$ cat src/design/fbpa_pkg.sv
package fbpa_pkg;

   // Block size in bytes; a power of two so the block index is a shift.
   localparam int BLOCK_BYTES = 32;
   localparam int BLK_SHIFT = $clog2(BLOCK_BYTES);

   localparam int ADDR_W = 16;
   localparam int ALLOC_ADDR_W = 13;
   localparam int CFG_W = 9;

   // Pool size after reset, before any register write.
   localparam int RESET_BLOCKS = 256;

   typedef enum logic {
      REQ_ALLOC = 1'b0,
      REQ_FREE  = 1'b1
   } req_op_type;

   typedef enum logic {
      ST_IDLE,
      ST_LOOKUP
   } state_type;

endpackage

$ cat src/design/fbpa_link_ram.sv
module fbpa_link_ram #(
   parameter int DEPTH  = 256,
   parameter int AW     = 8,
   parameter int DW     = 10
) (
   input  logic          clock,
   input  logic          rd_en,
   input  logic [AW-1:0] rd_addr,
   output logic [DW-1:0] rd_data,
   input  logic          wr_en,
   input  logic [AW-1:0] wr_addr,
   input  logic [DW-1:0] wr_data
);

   logic [DW-1:0] mem [DEPTH];
   logic [DW-1:0] rd_data_ff;

   // Write port
   always_ff @(posedge clock) begin
      if (wr_en) begin
         mem[wr_addr] <= wr_data;
      end
   end

   // Registered read port, holds when not enabled
   always_ff @(posedge clock) begin
      if (rd_en) begin
         rd_data_ff <= mem[rd_addr];
      end
   end

   assign rd_data = rd_data_ff;

endmodule

$ cat src/design/fixed_block_pool_allocator.sv
// Channel  | Ports                                   | Direction
// ---------+-----------------------------------------+----------
// request  | req_valid req_stall req_type            | in
//          | req_block_addr                          |
// response | rsp_valid rsp_stall rsp_ok              | out
//          | rsp_alloc_addr                          |
// csr      | csr_wr_en csr_wr_data                   | in
//
// Each item first reads the link memory entry of the head block (alloc) or of the
// named block (free) in the idle state, then checks it and writes back in lookup.
// A completed item waits in the response register; an item stalled there
// holds the lookup stage, and the request side stalls until the lookup ends.
// Reset and a num_blocks write restart the pool at once: blocks at and above
// a fill count are implicitly free and chained in order, so no clearing pass.
module fixed_block_pool_allocator import fbpa_pkg::*; #(
   parameter int NUM_BLOCKS = 256
) (
   input  logic                    clock,
   input  logic                    reset,
   input  logic                    req_valid,
   output logic                    req_stall,
   input  logic                    req_type,
   input  logic [ADDR_W-1:0]       req_block_addr,
   output logic                    rsp_valid,
   input  logic                    rsp_stall,
   output logic                    rsp_ok,
   output logic [ALLOC_ADDR_W-1:0] rsp_alloc_addr,
   input  logic                    csr_wr_en,
   input  logic [CFG_W-1:0]        csr_wr_data
);

   localparam int LINK_W = $clog2(NUM_BLOCKS + 1);
   localparam int IDX_W = $clog2(NUM_BLOCKS);
   localparam int WORD_W = LINK_W + 1;
   localparam logic [LINK_W-1:0] LINK_NONE = LINK_W'(NUM_BLOCKS);
   localparam int RESET_ACTIVE = (RESET_BLOCKS < NUM_BLOCKS) ? RESET_BLOCKS : NUM_BLOCKS;

   state_type state_ff, state_in;

   logic [LINK_W-1:0] active_ff, active_in;
   logic [LINK_W-1:0] head_ff, head_in;
   logic [LINK_W-1:0] fresh_ff, fresh_in;

   logic              op_ff, op_in;
   logic [IDX_W-1:0]  idx_ff, idx_in;
   logic              cand_ff, cand_in;
   logic              is_fresh_ff, is_fresh_in;

   logic                    rsp_valid_ff, rsp_valid_in;
   logic                    rsp_ok_ff, rsp_ok_in;
   logic [ALLOC_ADDR_W-1:0] rsp_addr_ff, rsp_addr_in;

   logic              req_accept;
   logic              out_free;
   logic              lookup_done;
   logic [ADDR_W-1:0] req_blk;
   logic              req_aligned;
   logic [LINK_W-1:0] csr_active;

   logic              rd_en;
   logic [IDX_W-1:0]  rd_addr;
   logic [WORD_W-1:0] rd_word;
   logic              wr_en;
   logic [WORD_W-1:0] wr_word;

   // Link memory: {in_use, next_link} per block
   fbpa_link_ram #(
      .DEPTH (NUM_BLOCKS),
      .AW    (IDX_W),
      .DW    (WORD_W)
   ) u_link_ram (
      .clock   (clock),
      .rd_en   (rd_en),
      .rd_addr (rd_addr),
      .rd_data (rd_word),
      .wr_en   (wr_en),
      .wr_addr (idx_ff),
      .wr_data (wr_word)
   );

   // Decode the request
   assign req_accept  = req_valid && !req_stall;
   assign req_blk     = req_block_addr >> BLK_SHIFT;
   assign req_aligned = (req_block_addr[BLK_SHIFT-1:0] == '0);
   assign out_free    = !rsp_valid_ff || !rsp_stall;
   assign csr_active  = (32'(csr_wr_data) > NUM_BLOCKS) ? LINK_NONE : LINK_W'(csr_wr_data);

   // Next state
   always_comb begin
      state_in = state_ff;
      case (state_ff)
         ST_IDLE: begin
            if (req_accept) begin
               state_in = ST_LOOKUP;
            end
         end
         ST_LOOKUP: begin
            if (out_free) begin
               state_in = ST_IDLE;
            end
         end
         default: state_in = ST_IDLE;
      endcase
   end

   // State outputs
   always_comb begin
      req_stall   = 1'b1;
      lookup_done = 1'b0;
      case (state_ff)
         ST_IDLE:   req_stall = 1'b0;
         ST_LOOKUP: lookup_done = out_free;
         default:   req_stall = 1'b1;
      endcase
   end

   // Capture the item and launch the memory read
   always_comb begin
      op_in       = op_ff;
      idx_in      = idx_ff;
      cand_in     = cand_ff;
      is_fresh_in = is_fresh_ff;
      rd_en       = req_accept;
      rd_addr     = head_ff[IDX_W-1:0];
      if (req_type == REQ_FREE) begin
         rd_addr = req_blk[IDX_W-1:0];
      end
      if (req_accept) begin
         op_in  = req_type;
         idx_in = rd_addr;
         if (req_type == REQ_FREE) begin
            // only blocks below the fill count can have been allocated
            cand_in     = req_aligned && (32'(req_blk) < 32'(fresh_ff));
            is_fresh_in = 1'b0;
         end else begin
            cand_in     = (head_ff < active_ff);
            is_fresh_in = (head_ff == fresh_ff);
         end
      end
   end

   // Check, update the list and write back
   always_comb begin
      active_in    = active_ff;
      head_in      = head_ff;
      fresh_in     = fresh_ff;
      wr_en        = 1'b0;
      wr_word      = rd_word;
      rsp_ok_in    = rsp_ok_ff;
      rsp_addr_in  = rsp_addr_ff;
      rsp_valid_in = rsp_valid_ff && rsp_stall;
      if (lookup_done) begin
         rsp_valid_in = 1'b1;
         rsp_ok_in    = 1'b0;
         rsp_addr_in  = '0;
         if (op_ff == REQ_ALLOC) begin
            if (cand_ff) begin
               rsp_ok_in   = 1'b1;
               rsp_addr_in = ALLOC_ADDR_W'(32'(idx_ff) << BLK_SHIFT);
               wr_en       = 1'b1;
               wr_word     = {1'b1, rd_word[LINK_W-1:0]};
               if (is_fresh_ff) begin
                  // untouched block: its link is the next index or none
                  fresh_in = fresh_ff + LINK_W'(1);
                  head_in  = (32'(fresh_ff) + 32'd1 < 32'(active_ff)) ?
                             fresh_ff + LINK_W'(1) : LINK_NONE;
               end else begin
                  head_in = rd_word[LINK_W-1:0];
               end
            end
         end else begin
            if (cand_ff && rd_word[LINK_W]) begin
               rsp_ok_in = 1'b1;
               wr_en     = 1'b1;
               wr_word   = {1'b0, head_ff};
               head_in   = LINK_W'(idx_ff);
            end
         end
      end
      // Rebuild the pool on a register write
      if (csr_wr_en) begin
         active_in = csr_active;
         fresh_in  = '0;
         head_in   = (csr_active != '0) ? '0 : LINK_NONE;
      end
   end

   // Control registers
   always_ff @(posedge clock) begin
      if (reset) begin
         state_ff     <= ST_IDLE;
         active_ff    <= LINK_W'(RESET_ACTIVE);
         head_ff      <= '0;
         fresh_ff     <= '0;
         rsp_valid_ff <= 1'b0;
      end else begin
         state_ff     <= state_in;
         active_ff    <= active_in;
         head_ff      <= head_in;
         fresh_ff     <= fresh_in;
         rsp_valid_ff <= rsp_valid_in;
      end
   end

   // Payload registers
   always_ff @(posedge clock) begin
      op_ff       <= op_in;
      idx_ff      <= idx_in;
      cand_ff     <= cand_in;
      is_fresh_ff <= is_fresh_in;
      rsp_ok_ff   <= rsp_ok_in;
      rsp_addr_ff <= rsp_addr_in;
   end

   assign rsp_valid      = rsp_valid_ff;
   assign rsp_ok         = rsp_ok_ff;
   assign rsp_alloc_addr = rsp_addr_ff;

endmodule

$ cat config.mk
export PLATFORM = sky130hd
export DESIGN_NAME = fixed_block_pool_allocator
export DESIGN_NICKNAME = d
export VERILOG_FILES = /design/src/design/fbpa_pkg.sv /design/src/design/fbpa_link_ram.sv /design/src/design/fixed_block_pool_allocator.sv
export SDC_FILE = /design/constraint.sdc
export NUM_CORES = 2
export LEC_CHECK = 0
export ABC_AREA = 1
export BUFFER_PORTS_ARGS = -buffer_cell sky130_fd_sc_hd__buf_4
export CAP_MARGIN = 10
export CELL_PAD_IN_SITES_DETAIL_PLACEMENT = 1
export CELL_PAD_IN_SITES_GLOBAL_PLACEMENT = 1
export CORE_MARGIN = 2
export CORE_UTILIZATION = 50
export DETAILED_ROUTE_END_ITERATION = 8
export PLACE_DENSITY_LB_ADDON = 0.1
export SYNTH_ARGS = -nofsm -noshare
export SYNTH_HDL_FRONTEND = slang
export SYNTH_SLANG_ARGS = --single-unit
$ cat constraint.sdc
create_clock -name clock -period 23.3 [get_ports clock]
set_input_delay 4.66 -clock clock [delete_from_list [all_inputs] [get_ports clock]]
set_output_delay 4.66 -clock clock [all_outputs]
set_load 0.02 [all_outputs]
* Yosys cells after proc, flatten, opt, wreduce, memory -nomap -nowiden
Memory sizes are Yosys's and may differ from the RTL's. A register that Yosys moved wholly into a read port is not among the register bits.
Index checks and enable logic that the tools add are counted.
W data, S select, Z words.
** Word-level totals
- Flip-flop bits (word level) :: 54
- RAM bits :: 2560
- Output and inout bits :: 16
- Word-level logic and storage cells :: 66
- Memories kept :: 1
** Memories
- u_link_ram.mem :: words 256, width 10, read ports 1, clocked after memory_dff 1, write ports 1, RTL line fbpa_link_ram.sv:15 : logic [DW-1:0] mem [DEPTH];
** Operators by class
- $add $sub $neg :: 2
- Magnitude comparators :: 4
- Eq/ne operators :: 2
- Multiplexer cells :: 27
- Bitwise logic cells :: 3
- Reductions and logical operators :: 15
** Operators by type and width (number)
- $mux W9 :: 9
- $mux W10 :: 4
- $mux W1 :: 12
- $lt A11 B9 Y1 :: 1
- $add A9 B1 Y10 const B :: 1
- $lt A10 B9 Y1 :: 1
- $add A9 B1 Y9 const B :: 1
- $eq A9 B9 Y1 :: 1
- $gt A9 B9 Y1 const B :: 1
- $lt A9 B9 Y1 :: 1
- $reduce_bool A9 Y1 :: 1
- $mux W8 :: 1
- $logic_not A5 Y1 :: 1
- $logic_and A1 B1 Y1 :: 4
- $reduce_and A4 Y1 :: 1
- $reduce_or A2 Y1 :: 2
- $ne A3 B2 Y1 const B :: 1
- $not A1 Y1 :: 3
- $reduce_and A3 Y1 :: 1
- $reduce_bool A3 Y1 :: 1
- $logic_not A1 Y1 :: 2
- $pmux W1 S2 :: 1
- $reduce_bool A2 Y1 :: 1
- $logic_or A1 B1 Y1 :: 1

* Longest topological paths before layout
- Depth after elaboration :: 8
- Mapped depth :: 16

* Modules after synthesis
Synthesis repeated with hierarchy kept, for this count alone.
** Unflattened totals
- Cells, all modules :: 9085
- Area, all modules :: 107046.4 um^2
** By module, submodules not included
- fbpa_link_ram :: instances 1, cells each 8656, area each 103818.3 um^2
- fixed_block_pool_allocator :: instances 1, cells each 429, area each 3228.1 um^2

* Worst setup path before layout
No wires, ideal clock.
- Path type :: input-to-reg
- From :: in rsp_stall
- To :: mem u_link_ram.mem[0][0], data pin
- Setup time :: 2.188 ns
- Arrival :: 15.492 ns
- Slack :: 5.619 ns
- Stages :: 6
- Path buffers :: 1
- Path through :: nand2_1 > nand2_1 > inv_1 > nand4_1 > clkbuf_1 > o21ai_0
** On the way
- Cells in the longest elaborated chain, start to end :: 4
** RTL lines
- start: declaration :: RTL line fixed_block_pool_allocator.sv:25 : input logic rsp_stall,
- $logic_not A1 Y1 :: RTL line fixed_block_pool_allocator.sv:85 : assign out_free = !rsp_valid_ff || !rsp_stall;
- $logic_or A1 B1 Y1 :: RTL line fixed_block_pool_allocator.sv:85
- $mux W1 :: RTL line fixed_block_pool_allocator.sv:110 : case (state_ff)
- net lookup_done :: RTL line fixed_block_pool_allocator.sv:55 : logic lookup_done;
- $mux W10 :: RTL line fixed_block_pool_allocator.sv:152 : if (lookup_done) begin
- net u_link_ram.wr_data[0] :: RTL line fbpa_link_ram.sv:12 : input logic [DW-1:0] wr_data
- end: declaration :: RTL line fbpa_link_ram.sv:15
The timed path passes the listed nets, and every way through them passes these cells.

* Worst setup path after layout
- From :: in req_type
- To :: reg u_link_ram.rd_data_ff[5] (netlist: u_link_ram.rd_data[5]), read port of u_link_ram.mem, data pin
** On the way
- Cells in the longest elaborated chain, start to end :: 1
** RTL lines
- start: declaration :: RTL line fixed_block_pool_allocator.sv:22 : input logic req_type,
- $mux W8 :: RTL line fixed_block_pool_allocator.sv:125 : if (req_type == REQ_FREE) begin
- end: declaration :: RTL line fbpa_link_ram.sv:16 : logic [DW-1:0] rd_data_ff;
Every way passes these cells.
A chain may end at the register's enable or synchronous reset.

==> summary.txt <==
Setup path
  – CP Class: input port to flop
  – R2R setup slack: approximately 17000 ps
  – Worst setup SP type: input port
  – Critical Path, Cell by Cell: buf_4 -> inv_2 -> nand2_8 -> nand2_8 -> buf_4 -> buf_4 -> buf_12 -> nand2_1 -> nand3_1 -> nand3_1 -> nand3_1 -> nand3_1 -> nand3_1 -> nand3_1 -> nand3_1 -> nand2_1
  – Crit path largest cell delay: 840 ps
  – Crit path DAT: 10610 ps
  – Critical-path top delay cell: buf_4
  – CP dominant cell by count: nand3_1
  – Critical path required time: around 24000 ps
  – WP buf/inv: 5
  – Top delay family on crit path: simple AND/OR/NAND/NOR gates
  – Critical Path Sink Type: flop
  – Crit path max fanout: between 150 and 200

Timing
  – Fin Hold WS: 501 ps
  – Worst Skew: roughly 54 ps
  – Slew Limit Fails: 0
  – Max_slew headroom: under 10%
  – Final Cycle Share: a little over two fifths
  – Worst setup margin: between 10000 and 15000 ps
  – RSZ-0062 raised after global routing: no
  – Achievable Freq: slightly above 100 MHz
  – Final TNS setup: 0 ps
  – Post-route minimum period: roughly 9900 ps
  – Slew @ Worst Pin: approximately 1400 ps
  – Fin. Hold Viols: 0
  – Setup Viol. Count Final: 0

Yosys
  – Commonest register cell after synthesis: edfxtp_1
  – Top cells by area, synth: edfxtp_1 (68%), nand3_1 (10%), nand2_1 (9.6%)
  – Syn avg cell area: between 10 and 15 um^2
  – Post-synth EDFFs: ~2600
  – XOR/XNOR Fraction of Synth Area: less than 1%
  – Largest family of logic cells by synthesized area: simple AND/OR/NAND/NOR gates
  – Sequential fraction of the synthesis area: between 60% and 70%
  – Syn Inst Count: approximately 11000
  – Simple-gate portion of the synthesized area: between 20% and 30%
  – Mapped Area: approximately 110000 um^2
  – Mux share of post-synthesis cell area: less than 1%
  – Synth area leader: edfxtp_1
  – Post-synthesis adder-cell area fraction: 0.273%
  – FF+latch count, synth: ~2600
  – Synth async-reset ratio: 0%
  – Yosys Warn Count: 0
  – Cell variety after synth: 38
  – Area share of the largest cell type after synthesis: 67.9%
  – Compound-gate portion of the synthesized area: under 10%

CTS
  – Clk slew on worst S/H paths: about 60 ps
  – Number of setup buffers added after CTS: 0
  – Worst-case clock buffer depth: 4
  – CTS buffer count: 300
  – Root Buffer: clkbuf_16
  – CTS tree: done
  – Clock tree sinks: 2619
  – Hold buffers post-CTS: 0
  – Worst skew pair latency: about 960 ps
  – Htree depth: 5
  – Post-CTS sizing: 0

Final layout
  – Post-route cell area: 126000 um^2
  – Area delta synth->final: 10.3%
  – Most common cell after layout, fill and taps aside: nand2_1
  – Share of cells above drive strength 1: between 5 and 6%
  – Core Util, Final: between 50 and 60%
  – Register area: 78400 um^2
  – Most frequent cells in the layout: nand2_1 (2918), edfxtp_1 (2590), nand3_1 (2303), inv_1 (1958), clkbuf_16 (305)
  – Fillers: 24200
  – Nets: roughly 11000
  – Final non-filler cell total: approximately 14000
  – Area occupied by multi-input gates: 26200 um^2

Global routing
  – Busiest grt layer: met2
  – Total track usage: between 30% and 40%
  – Largest net degree at the start of global routing: between 150 and 200
  – Initial antenna violation count: 13
  – GRT overflow: 0
  – First-pass GRT wire length: roughly 550 mm
  – M1 GR Usage: between 40% and 50%
  – GRT met3 Usage: 4.66%
  – GR Util met2: about half
  – Vias in the first global route: around 84000

Placed design
  – Pre-CTS worst setup slack: 12720 ps
  – RePlAce Congestion: just under 0.9
  – HPWL Detailed: between 200 and 250 mm
  – Placed insts: approximately 14000
  – Placed inst area: about 120000 um^2
  – IO buf count: 41

Route
  – Total vias in the final route: between 80000 and 90000
  – Post-route DRC violation count: 0
  – Antenna Violating Nets Remaining: 0
  – Post-Route WL: approximately 370 mm
  – Initial drt markers: 8118
  – First-pass DRT Iterations: 6
  – Drt wl/cell: about 26 um
  – Via density: around 5.7

Die
  – I/O pins: between 40 and 50
  – Die width: around 480 um
  – Initial Util: approximately half
  – Rows: ~180
  – Die area: roughly 230000 um^2
  – Die Y: between 400 and 500 um
  – Core Box Area: between 200000 and 250000 um^2

Power and ir drop
  – Ratio of total power to cell area: 84.5 nW/um^2
  – Switching Share: about a quarter
  – Sw Pwr: ~2.6 mW
  – Logic pwr share: 8.6%
  – Leakage power figure: about 50 nW
  – Max VDD drop: slightly below 0.09 mV
  – P_int: just over 8 mW
  – Reg power frac: between 40 and 50%
  – Clk network pwr share: between 40% and 50%
  – Pwr Total: ~11 mW

Flow run
  – Max Cap Viol: 0

Min path
  – Worst Hold Class: flop to flop

Run status
  – Status: complete, no violations
==> flip-flops by register name, indices dropped and copies added, names as in the netlist, 8 cells and up <==
signal              flops
active_ff               9
rsp_alloc_addr          8
u_link_ram.mem       2560
fresh_ff                9
u_link_ram.rd_data     10
idx_ff                  8
head_ff                 9
==> synthesized netlist by cell type (8+ instances only) <==
master,instances
nor3_1,9
o21ai_0,50
dfxtp_1,29
nor2_1,287
xor2_1,8
o21ai_1,10
edfxtp_1,2590
o211ai_1,62
ha_1,25
nand3b_1,60
inv_1,1959
nand3_1,2303
a21oi_1,64
buf_2,301
buf_1,49
buf_4,43
clkbuf_1,227
nand2_1,2935
==> area by class of cell <==
class | instances | share of cell area [%]
antenna | 10 | 0.0198
clock buffer | 374 | 6.25
clock inverter | 121 | 0.795
inverter | 1965 | 5.85
multi-input combinational | 5863 | 20.8
sequential | 2619 | 62.0
tap | 3009 | 2.98
timing repair buffer | 194 | 1.32
==> cell families after synthesis <==
logic type / count (synthesis)
and+or+nand+nor: 5612
AOI/OAI and AO/OA: 209
DFF: 2619
muxes: 4
adders and majority gates: 25
other: 1
buffers and inverters: 2586
xor gates and xnor gates: 8
==> layer usage <==
| layer | wire, um | part of all wire, % |
|---|---|---|
| met5 | 13 | 0.0035 |
| met4 | 14800 | 4.0 |
| met3 | 25400 | 6.9 |
| met2 | 177000 | 48 |
| met1 | 152000 | 41 |
==> worst register-to-register path: stages, from the launching register on <==
cell and delay [ps]:
dfxtp_1 480, nand2_8 270, nand2_8 850, buf_4 940, buf_4 710, buf_12 640, nand2_1 450, nand3_1 140
nand3_1 100, nand3_1 150, nand3_1 90, nand3_1 310, nand3_1 500, nand3_1 220, nand2_1 70
==> power groups by stage <==
stage | combinational, mW | clock [mW] | sequential, mW
finish | 0.914 | 4.45 | 5.31
global route | 0.971 | 4.65 | 5.31
CTS | 0.904 | 4.49 | 5.31
detailed placement | 0.898 | 0 | 5.41
global placement | 0.877 | 0 | 5.41
floorplan | 0.488 | 0 | 5.49
==> worst paths after layout <==
path | from | to | cells past startpoint
min reg2reg | rsp_valid | rsp_valid | 2
min | rsp_valid | rsp_valid | 2
max | req_type | u_link_ram.rd_data[5] | 16
max reg2reg | head_ff[0] | u_link_ram.rd_data[5] | 14
(Power assumes the default switching activity.)
